<file path="src/mcr_pkg.sv">
`default_nettype none
package mcr_pkg;

    localparam int RADIUS_W   = 4;
    localparam int STEP_W     = 4;
    localparam int DEC_W      = 8;
    localparam int PIX_W      = 12;
    localparam int OCT_W      = 3;
    localparam int MAX_RADIUS = 8;

    localparam logic [OCT_W-1:0]        OCT_LAST = OCT_W'(7);
    localparam logic signed [DEC_W-1:0] D_INIT   = DEC_W'(3);
    localparam logic signed [DEC_W-1:0] D_INC_X  = DEC_W'(6);
    localparam logic signed [DEC_W-1:0] D_INC_XY = DEC_W'(10);

    typedef enum logic
    {
        ST_IDLE,
        ST_RUN
    } mcr_state_t;

    // controller -> datapath
    typedef struct packed
    {
        logic load;   // take a new circle
        logic emit;   // register current pixel, advance octant walk
    } mcr_cmd_t;

    // datapath -> controller
    typedef struct packed
    {
        logic last;   // current pixel ends the run
    } mcr_sts_t;

endpackage
`default_nettype wire

</file>
<file path="src/mcr_in_if.sv">
`default_nettype none
interface mcr_in_if #(
    parameter int COORD_BITS = 10
);
    logic                          valid;
    logic                          ready;
    logic [COORD_BITS-1:0]         center_x;
    logic [COORD_BITS-1:0]         center_y;
    logic [mcr_pkg::RADIUS_W-1:0]  radius;

    modport source (output valid, output center_x, output center_y, output radius,
                    input ready);
    modport sink   (input valid, input center_x, input center_y, input radius,
                    output ready);
endinterface
`default_nettype wire

</file>
<file path="src/mcr_out_if.sv">
`default_nettype none
interface mcr_out_if;
    logic                             valid;
    logic                             ready;
    logic signed [mcr_pkg::PIX_W-1:0] pixel_x;
    logic signed [mcr_pkg::PIX_W-1:0] pixel_y;
    logic                             last_pixel;

    modport source (output valid, output pixel_x, output pixel_y, output last_pixel,
                    input ready);
    modport sink   (input valid, input pixel_x, input pixel_y, input last_pixel,
                    output ready);
endinterface
`default_nettype wire

</file>
<file path="src/mcr_ctrl.sv">
`default_nettype none
module mcr_ctrl (
    input  wire logic              clk,
    input  wire logic              rst_n,
    input  wire logic              in_valid,
    output logic                   in_ready,
    input  wire logic              out_ready,
    output logic                   out_valid,
    output mcr_pkg::mcr_cmd_t      cmd,
    input  wire mcr_pkg::mcr_sts_t sts
);

    mcr_pkg::mcr_state_t state_reg, state_next;
    logic                out_valid_reg, out_valid_next;
    logic                can_emit;

    always_ff @(posedge clk or negedge rst_n)
    begin
        if (!rst_n)
        begin
            state_reg     <= mcr_pkg::ST_IDLE;
            out_valid_reg <= 1'b0;
        end
        else
        begin
            state_reg     <= state_next;
            out_valid_reg <= out_valid_next;
        end
    end

    // output slot is free or being drained this cycle
    assign can_emit = !out_valid_reg || out_ready;

    always_comb
    begin
        state_next     = state_reg;
        out_valid_next = out_valid_reg;
        in_ready       = 1'b0;
        cmd            = '0;
        if (out_valid_reg && out_ready)
            out_valid_next = 1'b0;
        case (state_reg)
            mcr_pkg::ST_IDLE:
            begin
                in_ready = 1'b1;
                if (in_valid)
                begin
                    cmd.load   = 1'b1;
                    state_next = mcr_pkg::ST_RUN;
                end
            end
            mcr_pkg::ST_RUN:
            begin
                if (can_emit)
                begin
                    cmd.emit       = 1'b1;
                    out_valid_next = 1'b1;
                    if (sts.last)
                        state_next = mcr_pkg::ST_IDLE;
                end
            end
            default:
            begin
                state_next = mcr_pkg::ST_IDLE;
            end
        endcase
    end

    assign out_valid = out_valid_reg;

    // a loaded circle always starts a run
    a_load_runs: assert property (@(posedge clk) disable iff (!rst_n)
        cmd.load |=> state_reg == mcr_pkg::ST_RUN)
        else $error("load did not enter run");

    // never overwrite a pixel still waiting downstream
    a_no_overwrite: assert property (@(posedge clk) disable iff (!rst_n)
        cmd.emit |-> (!out_valid_reg || out_ready))
        else $error("pixel overwritten");

    // final pixel leaves the block idle with that pixel presented
    a_last_idle: assert property (@(posedge clk) disable iff (!rst_n)
        (cmd.emit && sts.last) |=> (state_reg == mcr_pkg::ST_IDLE && out_valid_reg))
        else $error("run did not close on last pixel");

endmodule
`default_nettype wire

</file>
<file path="src/mcr_dpath.sv">
`default_nettype none
module mcr_dpath #(
    parameter int COORD_BITS = 10
) (
    input  wire logic                              clk,
    input  wire logic                              rst_n,
    input  wire mcr_pkg::mcr_cmd_t                 cmd,
    output mcr_pkg::mcr_sts_t                      sts,
    input  wire logic [COORD_BITS-1:0]             center_x,
    input  wire logic [COORD_BITS-1:0]             center_y,
    input  wire logic [mcr_pkg::RADIUS_W-1:0]      radius,
    output logic signed [mcr_pkg::PIX_W-1:0]       pixel_x,
    output logic signed [mcr_pkg::PIX_W-1:0]       pixel_y,
    output logic                                   last_pixel
);

    localparam int EXT_W = (COORD_BITS > mcr_pkg::PIX_W) ? COORD_BITS : mcr_pkg::PIX_W;

    logic [mcr_pkg::PIX_W-1:0]          cx_reg, cy_reg;
    logic [mcr_pkg::STEP_W-1:0]         x_reg, y_reg;
    logic signed [mcr_pkg::DEC_W-1:0]   d_reg, d_next;
    logic [mcr_pkg::OCT_W-1:0]          oct_reg;
    logic [mcr_pkg::PIX_W-1:0]          px_reg, py_reg;
    logic                               last_reg;

    logic [mcr_pkg::STEP_W-1:0]         r_sat;
    logic [mcr_pkg::STEP_W-1:0]         a_val, b_val;
    logic [mcr_pkg::PIX_W-1:0]          a_ext, b_ext, px_next, py_next;
    logic signed [mcr_pkg::DEC_W-1:0]   x4, xy4;
    logic                               d_neg, last_now;

    assign r_sat = (radius > mcr_pkg::RADIUS_W'(mcr_pkg::MAX_RADIUS))
                 ? mcr_pkg::STEP_W'(mcr_pkg::MAX_RADIUS) : radius;

    // octant point mirror: bit0 swaps x/y, bit1 picks +/- column, bit2 +/- row
    assign a_val   = oct_reg[0] ? y_reg : x_reg;
    assign b_val   = oct_reg[0] ? x_reg : y_reg;
    assign a_ext   = mcr_pkg::PIX_W'(a_val);
    assign b_ext   = mcr_pkg::PIX_W'(b_val);
    assign px_next = oct_reg[1] ? (cx_reg + a_ext) : (cx_reg - a_ext);
    assign py_next = oct_reg[2] ? (cy_reg + b_ext) : (cy_reg - b_ext);

    // decision update
    assign d_neg = d_reg[mcr_pkg::DEC_W-1];
    assign x4    = mcr_pkg::DEC_W'({x_reg, 2'b00});
    assign xy4   = mcr_pkg::DEC_W'({x_reg, 2'b00}) - mcr_pkg::DEC_W'({y_reg, 2'b00});
    assign d_next = d_neg ? (d_reg + x4 + mcr_pkg::D_INC_X)
                          : (d_reg + xy4 + mcr_pkg::D_INC_XY);

    // walk ends when the updated y falls below the updated x
    always_comb
    begin
        if (d_neg)
            last_now = (y_reg <= x_reg);
        else
            last_now = ({1'b0, y_reg} <= ({1'b0, x_reg} + 5'd1));
    end

    assign sts.last = (oct_reg == mcr_pkg::OCT_LAST) && last_now;

    always_ff @(posedge clk or negedge rst_n)
    begin
        if (!rst_n)
        begin
            cx_reg   <= '0;
            cy_reg   <= '0;
            x_reg    <= '0;
            y_reg    <= '0;
            d_reg    <= '0;
            oct_reg  <= '0;
            px_reg   <= '0;
            py_reg   <= '0;
            last_reg <= 1'b0;
        end
        else if (cmd.load)
        begin
            cx_reg  <= mcr_pkg::PIX_W'(EXT_W'(center_x));
            cy_reg  <= mcr_pkg::PIX_W'(EXT_W'(center_y));
            x_reg   <= '0;
            y_reg   <= r_sat;
            d_reg   <= mcr_pkg::D_INIT - mcr_pkg::DEC_W'({r_sat, 1'b0});
            oct_reg <= '0;
        end
        else if (cmd.emit)
        begin
            px_reg   <= px_next;
            py_reg   <= py_next;
            last_reg <= sts.last;
            oct_reg  <= oct_reg + mcr_pkg::OCT_W'(1);
            if (oct_reg == mcr_pkg::OCT_LAST)
            begin
                d_reg <= d_next;
                x_reg <= x_reg + mcr_pkg::STEP_W'(1);
                if (!d_neg && (y_reg != '0))
                    y_reg <= y_reg - mcr_pkg::STEP_W'(1);
            end
        end
    end

    assign pixel_x    = px_reg;
    assign pixel_y    = py_reg;
    assign last_pixel = last_reg;

endmodule
`default_nettype wire

</file>
<file path="src/midpoint_circle_rasterizer_top.sv">
`default_nettype none
// The first pixel word is registered in RUN, after IDLE takes the circle word.
// Throughput: one pixel word per cycle while the sink keeps up; a circle of radius r
//   yields 8 words per octant step, up to 48 words at radius 8.
// The next circle word is taken the cycle after the last pixel word is registered;
//   the final pixel may still be waiting downstream at that time.
// Reset (rst_n low, async): controller idle, walk registers zero, no pixel word pending.
module midpoint_circle_rasterizer_top #(
    parameter int COORD_BITS = 10
) (
    input wire logic clk,
    input wire logic rst_n,
    mcr_in_if.sink   in_ch,
    mcr_out_if.source out_ch
);

    mcr_pkg::mcr_cmd_t cmd;
    mcr_pkg::mcr_sts_t sts;

    // Controller: IDLE takes a circle word, RUN emits one pixel word per free
    // output slot and returns to IDLE on the flagged final pixel.
    mcr_ctrl u_ctrl (
        .clk       (clk),
        .rst_n     (rst_n),
        .in_valid  (in_ch.valid),
        .in_ready  (in_ch.ready),
        .out_ready (out_ch.ready),
        .out_valid (out_ch.valid),
        .cmd       (cmd),
        .sts       (sts)
    );

    // Datapath: center/radius capture, octant walk registers (x, y, decision,
    // octant index), eight-way mirror and the output pixel register.
    mcr_dpath #(
        .COORD_BITS (COORD_BITS)
    ) u_dpath (
        .clk        (clk),
        .rst_n      (rst_n),
        .cmd        (cmd),
        .sts        (sts),
        .center_x   (in_ch.center_x),
        .center_y   (in_ch.center_y),
        .radius     (in_ch.radius),
        .pixel_x    (out_ch.pixel_x),
        .pixel_y    (out_ch.pixel_y),
        .last_pixel (out_ch.last_pixel)
    );

endmodule
`default_nettype wire

</file>
<file path="src/flat_wrapper.sv">
// flat-port wrapper written by rule: the top's interface ports become plain ports
module midpoint_circle_rasterizer_top_flat 
#(
    parameter int COORD_BITS = 10
)
  (clk, rst_n, in_ch_valid, in_ch_center_x, in_ch_center_y, in_ch_radius, in_ch_ready, out_ch_valid, out_ch_pixel_x, out_ch_pixel_y, out_ch_last_pixel, out_ch_ready);
  mcr_in_if #(.COORD_BITS(COORD_BITS)) in_ch_i ();
  mcr_out_if out_ch_i ();
  input wire logic clk;
  input wire logic rst_n;
  input wire logic [$bits(in_ch_i.valid)-1:0] in_ch_valid;
  input wire logic [$bits(in_ch_i.center_x)-1:0] in_ch_center_x;
  input wire logic [$bits(in_ch_i.center_y)-1:0] in_ch_center_y;
  input wire logic [$bits(in_ch_i.radius)-1:0] in_ch_radius;
  output wire logic [$bits(in_ch_i.ready)-1:0] in_ch_ready;
  output wire logic [$bits(out_ch_i.valid)-1:0] out_ch_valid;
  output wire logic [$bits(out_ch_i.pixel_x)-1:0] out_ch_pixel_x;
  output wire logic [$bits(out_ch_i.pixel_y)-1:0] out_ch_pixel_y;
  output wire logic [$bits(out_ch_i.last_pixel)-1:0] out_ch_last_pixel;
  input wire logic [$bits(out_ch_i.ready)-1:0] out_ch_ready;
  assign in_ch_i.valid = in_ch_valid;
  assign in_ch_i.center_x = in_ch_center_x;
  assign in_ch_i.center_y = in_ch_center_y;
  assign in_ch_i.radius = in_ch_radius;
  assign in_ch_ready = in_ch_i.ready;
  assign out_ch_valid = out_ch_i.valid;
  assign out_ch_pixel_x = out_ch_i.pixel_x;
  assign out_ch_pixel_y = out_ch_i.pixel_y;
  assign out_ch_last_pixel = out_ch_i.last_pixel;
  assign out_ch_i.ready = out_ch_ready;
  midpoint_circle_rasterizer_top #(.COORD_BITS(COORD_BITS)) u_core (.clk(clk), .rst_n(rst_n), .in_ch(in_ch_i), .out_ch(out_ch_i));
endmodule
</file>
<file path="config.mk">
export PLATFORM = sky130hd
export DESIGN_NAME = midpoint_circle_rasterizer_top_flat
export DESIGN_NICKNAME = d
export VERILOG_FILES = /design/src/mcr_pkg.sv /design/src/mcr_in_if.sv /design/src/mcr_out_if.sv /design/src/mcr_ctrl.sv /design/src/mcr_dpath.sv /design/src/midpoint_circle_rasterizer_top.sv /design/src/flat_wrapper.sv
export SDC_FILE = /design/constraint.sdc
export NUM_CORES = 1
export LEC_CHECK = 0
export ABC_AREA = 1
export BUFFER_PORTS_ARGS = -buffer_cell sky130_fd_sc_hd__buf_4
export CORE_ASPECT_RATIO = 0.6
export CORE_MARGIN = 10
export CORE_UTILIZATION = 50
export DETAILED_ROUTE_END_ITERATION = 16
export HOLD_SLACK_MARGIN = 0.08
export PLACE_DENSITY_LB_ADDON = 0.2
export SYNTH_ARGS = -nofsm -noshare
export SYNTH_HDL_FRONTEND = slang
export SYNTH_SLANG_ARGS = --single-unit
</file>
<file path="constraint.sdc">
create_clock -name clk -period 2.6 [get_ports clk]
set_clock_uncertainty 0.2 [all_clocks]
set_input_delay 0 -clock clk [delete_from_list [all_inputs] [get_ports clk]]
set_output_delay 0 -clock clk [all_outputs]
set_load 0.005 [all_outputs]
</file>
# ---- Word level (Yosys, flattened, before mapping)
# Cells that the tools add are included.
dict set report word_totals {
  register_bits 66
  inputBits 28
  word_cells 74
}
dict set report op_classes {
  addsub 14
  order_cmp 3
  eq_ne 1
  n_mux 30
  n_bitwise 2
  n_reduce_logical 13
}
# op n
set ops {}
lappend ops {{$mux W4} 10}
lappend ops {{$mux W8} 4}
lappend ops {{$mux W12} 2}
lappend ops {{$add A10 B4 Y11} 2}
lappend ops {{$sub A10 B4 Y11} 2}
lappend ops {{$add A8 B7 Y8} 2}
lappend ops {{$mux W1} 11}
lappend ops {{$add A8 B4 Y8 const B} 1}
lappend ops {{$add A8 B5 Y8 const B} 1}
lappend ops {{$sub A6 B6 Y7} 1}
lappend ops {{$mux W3} 2}
lappend ops {{$reduce_bool A2 Y1} 3}
lappend ops {{$sub A2 B5 Y6 const A} 1}
lappend ops {{$add A4 B1 Y5 const B} 1}
lappend ops {{$le A4 B5 Y1} 1}
lappend ops {{$add A4 B1 Y4 const B} 1}
lappend ops {{$gt A4 B4 Y1 const B} 1}
lappend ops {{$le A4 B4 Y1} 1}
lappend ops {{$reduce_and A2 Y1} 2}
lappend ops {{$reduce_bool A4 Y1} 1}
lappend ops {{$sub A4 B1 Y4 const B} 1}
lappend ops {{$add A3 B1 Y3 const B} 1}
lappend ops {{$eq A3 B3 Y1 const B} 1}
lappend ops {{$logic_and A1 B1 Y1} 3}
lappend ops {{5 further kinds} 7}

# ---- Longest topological paths before layout
dict set report depth {
  depth_word 7
  ltp_mapped 19
  mapped_depth_nobuf 19
}

# ---- Modules after synthesis
# Synthesis repeated with hierarchy kept, for this count alone.
dict set report unflattened {
  hier_cells 644
  hier_area_um2 4738.3
}
# mod n_inst cells_per_inst area_each_um2
set modules_own_cells {}
lappend modules_own_cells {mcr_dpath 1 632 4647.0}
lappend modules_own_cells {mcr_ctrl 1 12 91.3}

# ---- Worst setup path after synthesis
# Ideal clock, no wire load.
dict set report synth_timing {
  path_type {register to register}
  start {register u_core.u_dpath.x_reg[0] (netlist bit)}
  end {register u_core.u_dpath.d_reg[7] (netlist bit)}
  setup_time_ns 0.077
  t_arrival_ns 2.603
  required_time_ns 2.323
  setup_slack_ns -0.280
  stages_incl_launch_ff 16
  path_buffers 0
  path_cell_list {dfrtp_1 -> inv_1 -> ha_1 -> inv_1 -> fa_1 -> xor2_1 -> ha_1 -> ha_1 -> or2_1 -> nand3_1 -> nand2_1 -> nand2_1 -> nand3_1 -> nand2_1 -> nand2_1 -> a21oi_1}
}
dict set report synth_between {
  elab_chain_len 7
  word_cells_on_any_way 9
}
# item line
set synth_lines {}
lappend synth_lines {{start: declaration} mcr_dpath.sv:20} ;# logic [mcr_pkg::STEP_W-1:0] x_reg, y_reg;
lappend synth_lines {{start signal: assignment} mcr_dpath.sv:93} ;# x_reg <= x_reg + mcr_pkg::STEP_W'(1);
lappend synth_lines {{$sub A6 B6 Y7} mcr_dpath.sv:46} ;# assign xy4 = mcr_pkg::DEC_W'({x_reg, 2'b00}) - mcr_pkg::DEC_W'({y_reg, 2'b00});
lappend synth_lines {{$add A8 B7 Y8} mcr_dpath.sv:48} ;# : (d_reg + xy4 + mcr_pkg::D_INC_XY);
lappend synth_lines {{$add A8 B5 Y8} mcr_dpath.sv:48}
lappend synth_lines {{$mux W8 *} mcr_dpath.sv:47} ;# assign d_next = d_neg ? (d_reg + x4 + mcr_pkg::D_INC_X)
lappend synth_lines {{$mux W8 *} mcr_dpath.sv:90} ;# if (oct_reg == mcr_pkg::OCT_LAST)
lappend synth_lines {{$mux W8 *} mcr_dpath.sv:84} ;# else if (cmd.emit)
lappend synth_lines {{$mux W8 *} mcr_dpath.sv:75} ;# else if (cmd.load)
lappend synth_lines {{end signal: assignment} mcr_dpath.sv:81} ;# d_reg <= mcr_pkg::D_INIT - mcr_pkg::DEC_W'({r_sat, 1'b0});
lappend synth_lines {{end signal: assignment} mcr_dpath.sv:92} ;# d_reg <= d_next;
lappend synth_lines {{end: declaration} mcr_dpath.sv:21} ;# logic signed [mcr_pkg::DEC_W-1:0] d_reg, d_next;
# Every way passes the cells marked *; elsewhere a longest branch is shown, timed or not. The select of a mux whose other input is x is not followed.
# A chain may end at the register's enable or synchronous reset.

# ---- Final worst setup path
dict set report layout_timing {
  start {register u_core.u_dpath.x_reg[0] (netlist bit)}
  end {register u_core.u_dpath.d_reg[5] (netlist bit)}
}
# Same word-level chain as after synthesis.

==> metrics <==
violated checks setup timing; Yosys reg bits 65; max_cap viols 0; Commonest cells post-synth 187 x nand2_1, 70 x inv_1, 65 x dfrtp_1; Data required, critical path between 2 and 3 ns; Die W 146 um; number of enable flip-flop cells after synthesis 0; critical path cell sequence inv_2 > ha_4 > inv_2 > fa_2 > xor2_1 > ha_1 > ha_4 > or2_4 > nand2_2 > nand2_1 > nand3_1 > nand2_1 > o21bai_1 > a21oi_1; WS Path Type reg -> reg; RSZ-0062 raised after global routing yes; Final #Nets around 850; Max clock buf depth 2; TritonCTS clock tree built; synth warn 0; Yosys cell types 38; CP Capture Type flop; initial antenna violation count 0; All-Layer GR Usage 19.7%; Die H 95.7 um; number of global-route vias before repair around 4500; Final Hold Fails 0; total inserted antenna cells 0; syn_area_per_cell approximately 7.5 um2; Mapped Cells 637; DRT Pass-1 Iters 5; via/cell ratio 5.18; buffers added on ports 54; endpoints failing setup 5; Worst Path Arrival around 2.8 ns; htree depth 3; die area around 14000 um2; Clock Latency Late Sink 0.33 ns; Crit Path Max Fanout 4; wire per inst 15.2 um; Area growth syn-to-layout 35.6%; GPL Wtd Cong 0.939; CP Launch Type flop; CTS Buf Count 9; FFs w/ async S/R, synth 100%; fmax 358 MHz; final worst path period need 2.80 ns; global-route wire length before repair between 20 and 25 mm; setup ws final -0.197 ns; placed wire-length estimate 9.80 mm; final wirelength 13.7 mm; WP buf/inv 2; Core ar. 9260 um2; pin count of the biggest net entering global routing 66; clock slew at reported path FFs 0.05 ns; slowest stage delay, CP 0.39 ns; Final Slew Violations 0; Slowest-stage cell, CP dfrtp_1; most frequent cell after synthesis nand2_1; DRC viols 0; number of core rows 27; Worst slew margin 43.3%; CP top delay family adder cells; dominant cells by area after synthesis dfrtp_1 34%, nand2_1 15%, ha_1 14%; total gr overflow 0; Hold Crit Class in -> async; worst slew pin tran 0.850 ns; top-area cell type share of the netlist area 34.0%; number of DRC markers in iteration 0 490; setup slack at placement -0.163 ns; leading area contributor after synthesis dfrtp_1; Root Driver clkbuf_16; clk sinks 65; dominant synthesized flop cell dfrtp_1; layout cells sized above 1 24.9%; DR vias 4664; Starting Density 51.6%; DRT antenna net count 0; Tcrit/Tclk final 108%; status finished, violations left; Mapped Area 4780 um2; # IOs 55; register area share after synthesis 34.0%; Synthesized Nets 724
-- stage by stage --
step | TNS (ns) | instance area, um2 | util [%] | hold slack [ns] | std cells
6_report | -0.654 | 6480 | 70.0 | 0.102 | 901
5_1_grt | -1.52 | 6480 | 70.0 | 0.196 | 901
4_1_cts | -0.480 | 6330 | 68.4 | 0.162 | 896
3_5_place_dp | -0.875 | 5600 | 60.5 | -0.0409 | 845
3_3_place_gp | -0.490 | 5600 | 60.5 | -0.0499 | 845
2_1_floorplan | -0.337 | 4810 | - | -0.496 | 637
-- timing repair --
item                                   in CTS  in global routing
setup endpoints to repair                  15                 21
pin swaps                                  17                 18
hold buffers                               32                  0
endpoints found under the hold margin     101                  0
buffers inserted                            3                  6
gates resized for setup                    23                 33
-- cell families (layout without fill, tap and decap cells) --
logic type      Yosys count  in the layout  share of synthesized area [%]
compound gates           94             94                           11.2
fa+ha+maj                59             59                           16.5
xor+xnor                 11             11                           2.02
buf+inv                  98            232                           8.40
simple gates            310            310                           27.8
flops                    65             65                           34.0
-- layout make-up --
class                           count  area, um2
Multi-Input combinational cell    474       2990
Fill cell                         762       2780
Sequential cell                    65       1630
Timing Repair Buffer              136       1100
Inverter                           80        305
Clock buffer                       13        250
Tap cell                          130        163
Clock inverter                      3       40.0
-- worst reg2reg max path, cell delays in order (launching register included) --
cell      delay, ns
dfrtp_1        0.39
inv_2          0.08
ha_4           0.12
inv_2          0.04
fa_2           0.37
xor2_1         0.19
ha_1           0.31
ha_4           0.24
or2_4          0.25
nand2_2        0.07
nand2_1        0.05
nand3_1        0.06
nand2_1        0.05
o21bai_1       0.15
a21oi_1        0.15
-- per-layer routing --
layer  vias to the layer above  track usage, %  wire [um]
met3                         9            4.68        983
met4                         0            3.90         79
met2                       161            30.1       6000
met5                         -               0          0
met1                      2168            27.9       6660
li1                       2326               -          -
-- placed cells by master, fill, tap and decap left out, types with 5 or more instances in the layout --
cell type      count
nand2_1          180
buf_4            103
inv_1             62
dfrtp_1           60
nand3_1           45
nor2_1            43
ha_1              41
o21ai_0           32
dlygate4sd3_1     32
a21oi_1           17
inv_2             16
nand2_2           11
o21ai_1           11
xor2_1             9
nand4_1            9
ha_4               9
clkbuf_16          9
nor3_1             7
o211ai_1           6
a21oi_2            6
dfrtp_2            5
-- path summary, 6_finish.rpt --
| check | slack, ns | end | depth (start not counted) | startpoint |
|---|---|---|---|---|
| worst max register to register | -0.20 | u_core.u_dpath.d_reg[5] | 14 | u_core.u_dpath.x_reg[0] |
| worst max-delay path | -0.20 | u_core.u_dpath.d_reg[5] | 14 | u_core.u_dpath.x_reg[0] |
| max in group asynchronous | 1.46 | u_core.u_dpath.x_reg[1] | 2 | rst_n |
| min in group clk | 0.22 | u_core.u_dpath.cx_reg[5] | 4 | in_ch_center_x[5] |
| worst min-delay path | 0.10 | u_core.u_dpath.d_reg[6] | 2 | rst_n |
| worst min register to register | 0.28 | u_core.u_dpath.pixel_x[8] | 2 | u_core.u_dpath.pixel_x[8] |
Power is not shown: default switching activity piles up to over one toggle a cycle in this logic, so the estimate is an artifact.
